==> config.mk <==
export PLATFORM = sky130hd
export DESIGN_NAME = static_list_symmetric_difference_unit
export DESIGN_NICKNAME = d
export VERILOG_FILES = /design/src/slsd_pkg.sv /design/src/static_list_symmetric_difference_unit.sv /design/src/slsd_ram.sv
export SDC_FILE = /design/constraint.sdc
export NUM_CORES = 2
export LEC_CHECK = 0
export ABC_CLOCK_PERIOD_IN_PS = 6800
export BUFFER_PORTS_ARGS = -buffer_cell sky130_fd_sc_hd__clkbuf_2
export CAP_MARGIN = 20
export CORE_MARGIN = 1
export CORE_UTILIZATION = 30
export CTS_CLUSTER_DIAMETER = 40
export DETAILED_ROUTE_END_ITERATION = 7
export PLACE_DENSITY_LB_ADDON = 0.08
export RECOVER_POWER = 50
export SYNTH_ARGS = -nofsm -noshare
export SYNTH_HDL_FRONTEND = slang
export SYNTH_SLANG_ARGS = --single-unit
export TNS_END_PERCENT = 20
==> constraint.sdc <==
create_clock -name clk -period 6.8 [get_ports clk]
set_clock_uncertainty 0.05 [all_clocks]
set_input_delay 2.04 -clock clk [delete_from_list [all_inputs] [get_ports clk]]
set_output_delay 2.04 -clock clk [all_outputs]
set_load 0.05 [all_outputs]
==> src/slsd_pkg.sv <==
package slsd_pkg;

  // Store geometry
  localparam int SLOTS  = 64;
  localparam int SLOT_W = $clog2(SLOTS);
  localparam int VAL_W  = 32;

  // Fixed slots: free chain head and list header
  localparam logic [SLOT_W-1:0] FREE_HEAD   = SLOT_W'(0);
  localparam logic [SLOT_W-1:0] HEADER_SLOT = SLOT_W'(1);

  // Result action codes
  localparam logic [1:0] ACT_APPEND = 2'd0;
  localparam logic [1:0] ACT_INSERT = 2'd1;
  localparam logic [1:0] ACT_REMOVE = 2'd2;
  localparam logic [1:0] ACT_FULL   = 2'd3;

  // Request op codes
  localparam logic OP_LOAD  = 1'b0;
  localparam logic OP_APPLY = 1'b1;

  // Link contents after reset: free chain 0 -> 2 -> 3 -> ... -> last -> 0,
  // header and last slot point at 0
  function automatic logic [SLOT_W-1:0] init_link(input logic [SLOT_W-1:0] idx);
    logic [SLOT_W-1:0] res;
    if (idx == FREE_HEAD) begin
      res = SLOT_W'(2);
    end else if (idx == HEADER_SLOT || idx == SLOT_W'(SLOTS - 1)) begin
      res = '0;
    end else begin
      res = idx + 1'b1;
    end
    return res;
  endfunction

endpackage

==> src/static_list_symmetric_difference_unit.sv <==
// Static linked-list set with symmetric-difference update.
//
// Requests: raise start with op and value; the request is taken at a clock
// edge where start is high and busy is low. busy stays high until the result
// is out. Each request gives exactly one result, shown on action, slot and
// count for a single cycle with done high; the receiver cannot stall it, so
// it must take the result in that cycle.
//
// Steps: a load takes the free head slot and links it in at the tail. An
// apply reads the stop slot and first node, walks the A part one node per
// cycle (at most SLOTS), then unlinks and frees a hit or inserts the value
// after the tail. The walk is bound by the single read port of each memory.
// busy drops in the same cycle that done is high, so the next request may
// be taken right at that edge.
//
// Reset (rst, synchronous): the link memory is rebuilt to the initial free
// chain by a pass over all SLOTS slots, one slot a cycle, with busy high.
module static_list_symmetric_difference_unit
  import slsd_pkg::*;
(
  input  logic                    clk,
  input  logic                    rst,
  input  logic                    start,
  output logic                    busy,
  input  logic                    op,
  input  logic signed [VAL_W-1:0] value,
  output logic                    done,
  output logic [1:0]              action,
  output logic [5:0]              slot,
  output logic [5:0]              count
);

  typedef enum logic [3:0] {
    ST_CLEAR,
    ST_IDLE,
    ST_STOP,
    ST_FIRST,
    ST_PROBE,
    ST_CMP,
    ST_ALLOC_REQ,
    ST_ALLOC,
    ST_RELINK_FREE,
    ST_SPLICE,
    ST_LINK_TAIL,
    ST_UNLINK,
    ST_FREE_LINK,
    ST_FREE_HEAD
  } state_t;

  state_t state;

  // Control registers
  logic [SLOT_W-1:0] clr_idx;
  logic [SLOT_W-1:0] a_tail;
  logic [SLOT_W-1:0] item_count;

  // Request and walk registers
  logic              req_op;
  logic [VAL_W-1:0]  req_value;
  logic [SLOT_W-1:0] stop_slot;
  logic [SLOT_W-1:0] cur;
  logic [SLOT_W-1:0] prev;
  logic [SLOT_W-1:0] succ;
  logic [SLOT_W-1:0] new_slot;
  logic [SLOT_W-1:0] steps;

  // Memory ports
  logic [SLOT_W-1:0] rd_addr;
  logic              lk_we;
  logic [SLOT_W-1:0] lk_waddr;
  logic [SLOT_W-1:0] lk_wdata;
  logic [SLOT_W-1:0] lk_rdata;
  logic              val_we;
  logic [VAL_W-1:0]  val_rdata;

  logic accept;
  logic hit;

  assign accept = start && !busy;
  assign busy   = (state != ST_IDLE);
  assign hit    = (val_rdata == req_value);

  slsd_ram #(.WIDTH(SLOT_W), .DEPTH(SLOTS)) u_link_ram (
    .clk   (clk),
    .we    (lk_we),
    .waddr (lk_waddr),
    .wdata (lk_wdata),
    .raddr (rd_addr),
    .rdata (lk_rdata)
  );

  slsd_ram #(.WIDTH(VAL_W), .DEPTH(SLOTS)) u_value_ram (
    .clk   (clk),
    .we    (val_we),
    .waddr (new_slot),
    .wdata (req_value),
    .raddr (rd_addr),
    .rdata (val_rdata)
  );

  // Memory addressing and writes per sequencer step
  always_comb begin
    rd_addr  = FREE_HEAD;
    lk_we    = 1'b0;
    lk_waddr = FREE_HEAD;
    lk_wdata = '0;
    val_we   = 1'b0;
    unique case (state)
      ST_CLEAR: begin
        lk_we    = 1'b1;
        lk_waddr = clr_idx;
        lk_wdata = init_link(clr_idx);
      end
      ST_IDLE: begin
        rd_addr = (op == OP_APPLY) ? a_tail : FREE_HEAD;
      end
      ST_STOP: begin
        rd_addr = HEADER_SLOT;
      end
      ST_FIRST: begin
        rd_addr = FREE_HEAD;
      end
      ST_PROBE: begin
        rd_addr = cur;
      end
      ST_CMP: begin
        rd_addr = lk_rdata;
      end
      ST_ALLOC_REQ: begin
        rd_addr = FREE_HEAD;
      end
      ST_ALLOC: begin
        rd_addr = lk_rdata;
      end
      ST_RELINK_FREE: begin
        // free head moves past the taken slot
        lk_we    = 1'b1;
        lk_waddr = FREE_HEAD;
        lk_wdata = lk_rdata;
        rd_addr  = a_tail;
      end
      ST_SPLICE: begin
        lk_we    = 1'b1;
        lk_waddr = new_slot;
        lk_wdata = lk_rdata;
        val_we   = 1'b1;
      end
      ST_LINK_TAIL: begin
        lk_we    = 1'b1;
        lk_waddr = a_tail;
        lk_wdata = new_slot;
      end
      ST_UNLINK: begin
        lk_we    = 1'b1;
        lk_waddr = prev;
        lk_wdata = succ;
        rd_addr  = FREE_HEAD;
      end
      ST_FREE_LINK: begin
        lk_we    = 1'b1;
        lk_waddr = cur;
        lk_wdata = lk_rdata;
      end
      ST_FREE_HEAD: begin
        lk_we    = 1'b1;
        lk_waddr = FREE_HEAD;
        lk_wdata = cur;
      end
      default: begin
        rd_addr = FREE_HEAD;
      end
    endcase
  end

  // Sequencer, list registers and result registers
  always_ff @(posedge clk) begin
    if (rst) begin
      state      <= ST_CLEAR;
      clr_idx    <= '0;
      a_tail     <= HEADER_SLOT;
      item_count <= '0;
      done       <= 1'b0;
    end else begin
      done <= 1'b0;
      unique case (state)
        ST_CLEAR: begin
          clr_idx <= clr_idx + 1'b1;
          if (clr_idx == SLOT_W'(SLOTS - 1)) begin
            state <= ST_IDLE;
          end
        end
        ST_IDLE: begin
          if (accept) begin
            req_op    <= op;
            req_value <= value;
            state     <= (op == OP_APPLY) ? ST_STOP : ST_ALLOC;
          end
        end
        ST_STOP: begin
          stop_slot <= lk_rdata;
          state     <= ST_FIRST;
        end
        ST_FIRST: begin
          cur   <= lk_rdata;
          prev  <= HEADER_SLOT;
          steps <= '0;
          state <= ST_PROBE;
        end
        ST_PROBE: begin
          state <= (cur == stop_slot) ? ST_ALLOC_REQ : ST_CMP;
        end
        ST_CMP: begin
          if (hit) begin
            succ  <= lk_rdata;
            state <= ST_UNLINK;
          end else begin
            // advance; next node read is already issued
            prev  <= cur;
            cur   <= lk_rdata;
            steps <= steps + 1'b1;
            if (steps == SLOT_W'(SLOTS - 1) || lk_rdata == stop_slot) begin
              state <= ST_ALLOC_REQ;
            end
          end
        end
        ST_ALLOC_REQ: begin
          state <= ST_ALLOC;
        end
        ST_ALLOC: begin
          new_slot <= lk_rdata;
          if (lk_rdata == FREE_HEAD) begin
            // store full: nothing changes
            done   <= 1'b1;
            action <= ACT_FULL;
            slot   <= '0;
            count  <= 6'(item_count);
            state  <= ST_IDLE;
          end else begin
            state <= ST_RELINK_FREE;
          end
        end
        ST_RELINK_FREE: begin
          state <= ST_SPLICE;
        end
        ST_SPLICE: begin
          state <= ST_LINK_TAIL;
        end
        ST_LINK_TAIL: begin
          if (req_op == OP_LOAD) begin
            a_tail <= new_slot;
          end
          item_count <= item_count + 1'b1;
          done       <= 1'b1;
          action     <= (req_op == OP_LOAD) ? ACT_APPEND : ACT_INSERT;
          slot       <= 6'(new_slot);
          count      <= 6'(item_count + 1'b1);
          state      <= ST_IDLE;
        end
        ST_UNLINK: begin
          state <= ST_FREE_LINK;
        end
        ST_FREE_LINK: begin
          state <= ST_FREE_HEAD;
        end
        ST_FREE_HEAD: begin
          // tail steps back when the tail node itself was removed
          if (a_tail == cur) begin
            a_tail <= prev;
          end
          if (item_count != '0) begin
            item_count <= item_count - 1'b1;
            count      <= 6'(item_count - 1'b1);
          end else begin
            count <= '0;
          end
          done   <= 1'b1;
          action <= ACT_REMOVE;
          slot   <= 6'(cur);
          state  <= ST_IDLE;
        end
        default: begin
          state <= ST_IDLE;
        end
      endcase
    end
  end

endmodule

==> src/slsd_ram.sv <==
module slsd_ram #(
  parameter int WIDTH = 32,
  parameter int DEPTH = 64
) (
  input  logic                     clk,
  input  logic                     we,
  input  logic [$clog2(DEPTH)-1:0] waddr,
  input  logic [WIDTH-1:0]         wdata,
  input  logic [$clog2(DEPTH)-1:0] raddr,
  output logic [WIDTH-1:0]         rdata
);

  logic [WIDTH-1:0] mem [DEPTH];

  // One write port, one registered read port (read-first)
  always_ff @(posedge clk) begin
    if (we) begin
      mem[waddr] <= wdata;
    end
    rdata <= mem[raddr];
  end

endmodule

==> impl_metrics.py <==
metrics = {
    "status": {
        "outcome": "finished with violations",
        "violations": "DRC, capacitance limit, slew limit",
    },
    "die": {
        "rows": 214,
        "ioPinCount": 52,
        "die_area_um2": 344000,
        "initial_core_util": 0.302,
        "design.core.area_um2": 340000,
        "die_height_um": 587,
        "die_w_um": 587,
    },
    "route": {
        "drc_errors": 3,
        "postRouteAntennaNets": 0,
        "routed_via_density": 5.15,
        "via_count": 66900,
        "wl_per_cell_um": 28.3,
        "routed_wl_um": 368000,
        "dr.pass1.iters": 8,
        "drt_iter0_markers": 6051,
    },
    "final_layout": {
        "area_growth_syn_to_layout_pct": 22.9,
        "finalNetCount": 8096,
        "drive_gt1_frac": 0.140,
        "fin_util": 0.371,
        "fin_area_um2": 126000,
        "layoutNonFillerInstCount": 13000,
        "fill_cells": 32700,
    },
    "cts": {
        "clock_latency_ns": 0.97,
        "numCtsBuffers": 461,
        "clkSinkCount": 2576,
        "clockRootBuffer": "clkbuf_16",
        "ctsResizeCount": 0,
        "cts_tree": "yes",
        "cts_setup_buffers": 0,
        "htree_levels": 5,
        "cts_hold_buf": 0,
        "clk_pin_slew_ns": 0.06,
        "cts_max_path_buffers": 4,
    },
    "placement": {
        "io_buffers": 51,
        "placed_cell_area_um2": 110000,
        "place_congestion": 0.781,
        "placedCellCount": 12100,
        "dp_hpwl_um": 205000,
    },
    "worst_setup_path": {
        "worst-endpoint-required_ns": 7.27,
        "cp-start-kind": "register",
        "arrival_ns": 6.25,
        "path_buf_inv": 1,
        "crit_type": "register to register",
        "cp-end-kind": "register",
        "r2r-start": "req_value[28]",
        "reg2reg_depth": 6,
        "crit_slowest_cell": "clkbuf_1",
        "reg2reg_to": "succ[3]",
        "path_delay_family": "buffers and inverters",
        "reg2reg_slack_ns": 1.03,
        "cp_max_fo": 65,
        "cp_cell_sequence": "clkbuf_1 -> xnor2_1 -> nand4_1 -> nor4_1 -> nand2_1 -> nor3_1",
        "slowest_delay_ns": 2.41,
    },
    "global_route": {
        "grt_use_total": 0.208,
        "first_global_vias": 65400,
        "grt_pass1_wl_um": 516000,
        "grt_max_degree": 171,
        "grt_antenna_before_repair": 10,
        "grt_remaining_overflow": 0,
    },
    "logic_synthesis": {
        "synth_edf_count": 2515,
        "synth_common_cells": "2,515 x edfxtp_1, 2,400 x nand2_1, 674 x nand3_1",
        "ys_seq_elements": 2576,
        "synth-xor-area-share": 0.00538,
        "synth_fa_ha_area_frac": 0.000853,
        "yosysTopAreaCellShare": 0.736,
        "yosysTopAreaCell": "edfxtp_1",
        "synth_top_flop_cell": "edfxtp_1",
        "synth_nets": 7786,
        "synth_top_family_by_area": "simple AND/OR/NAND/NOR gates",
        "synthCells": 7743,
        "synth_warnings": 0,
        "synth_area_per_cell_um2": 13.3,
        "synth-compound-area-share": 0.0648,
        "syn_area_um2": 103000,
        "synth_area_leaders": "edfxtp_1 74%, nand2_1 8.8%, nand3_1 3.3%",
        "synth-seq-area-share": 0.748,
        "synth.distinct_cells": 78,
        "yosysMostFrequentCell": "edfxtp_1",
        "async_flop_share": 0,
        "yosys.area_share.simple": 0.152,
        "synthMuxAreaShare": 0.00430,
    },
    "pwr": {
        "power_switching_share": 0.203,
        "pwr-share-seq": 0.412,
        "power_frac_comb": 0.004,
        "p_int_uw": 33500,
        "peakVddDrop_mv": 0.225,
        "p_switching_uw": 8540,
        "power_density_nw_per_um2": 333,
        "p_leak_uw": 0.0433,
        "clkPwrFrac": 0.585,
    },
    "timing": {
        "fin_setup_tns_ns": 0,
        "layout_min_cycle_time_ns": 5.77,
        "finalHoldViolations": 0,
        "min_period_over_period": 0.849,
        "worst_slew_pin_slew_ns": 3.70,
        "grt_setup_unrepaired": "false",
        "finalSetupViolCount": 0,
        "max_freq_mhz": 173,
        "maxSlewHeadroom": -1.47,
        "hold_ws_ns": 0.451,
        "slew_viol_final": 2397,
    },
    "min_path": {
        "hold_path_class": "register to register",
        "whs_path_depth": 2,
        "min_to": "clr_idx[1]",
        "min_from": "clr_idx[1]",
    },
    "run": {
        "maxCapViolCount": 53,
    },
}
## routing by layer
metal | vias to the layer above | track usage | part of all wire
li1 | 29700 | - | -
met1 | 34800 | 0.296 | 0.46
met2 | 1928 | 0.336 | 0.47
met3 | 522 | 0.0236 | 0.046
met4 | 0 | 0.0553 | 0.024
met5 | - | 0 | 0
## cell type report
| type | count | area, um2 | area share |
|---|---|---|---|
| Antenna cell | 4 | 10.0 | 0.0000794 |
| Timing Repair Buffer | 365 | 3120 | 0.0248 |
| Tap cell | 4536 | 5680 | 0.0450 |
| Clock buffer | 526 | 12100 | 0.0956 |
| Inverter | 7 | 26.3 | 0.000208 |
| Sequential cell | 2576 | 76700 | 0.609 |
| Clock inverter | 347 | 4570 | 0.0362 |
| Multi-Input combinational cell | 4642 | 23900 | 0.190 |
## cell usage in the layout (no fill, tap or decap), types with 83 or more instances in the layout
cell	count
a311oi_1	225
a31oi_1	112
a32oi_1	85
and3_1	241
buf_4	209
bufinv_16	90
clkbuf_1	96
clkbuf_16	467
clkinv_2	83
edfxtp_1	2515
nand2_1	2398
nand3_1	674
nor2_1	147
## cells by family after synthesis
| family | count (synthesis) |
|---|---|
| xor gates and xnor gates | 63 |
| DFF | 2576 |
| AOI/OAI and AO/OA | 855 |
| muxes | 44 |
| buffers and inverters | 525 |
| and+or+nand+nor | 3673 |
| adders and majority gates | 7 |
## worst max path at each step
stage	start	to	slack (ns)	cells past startpoint
floorplan	rst	req_op	1.73	2
global placement	op	u_value_ram.rdata[25]	0.74	8
detailed placement	op	u_value_ram.rdata[25]	0.68	8
CTS	state[0]	busy	1.53	5
global route	req_value[24]	succ[3]	0.78	6
finish	req_value[28]	succ[3]	1.03	6
## sequential cells by signal, indices dropped and copies added, names as in the netlist, 32 cells and up
register and count:
u_value_ram.rdata 32, req_value 32, u_link_ram.mem 384, u_value_ram.mem 2048
## worst min-delay path, stage by stage (launching register included)
cell     delay [ns]
dfxtp_1        0.33
nand2_1        0.07
a21oi_1        0.05
## through the flow
step,power (uW),setup WS [ns]
floorplan,17700,1.73
global placement,17800,0.739
detailed placement,17800,0.682
CTS,42500,1.53
global route,43100,0.779
finish,42000,1.03
## power groups by stage
stage / clock (uW) / combinational (uW) / sequential (uW)
6_report: 24600 / 163 / 17300
3_3_place_gp: 0 / 172 / 17600
4_1_cts: 25000 / 173 / 17300
2_1_floorplan: 0 / 77.0 / 17600
3_5_place_dp: 0 / 173 / 17600
5_1_grt: 25600 / 181 / 17300
Note: power is estimated with default switching activity, not from simulation.
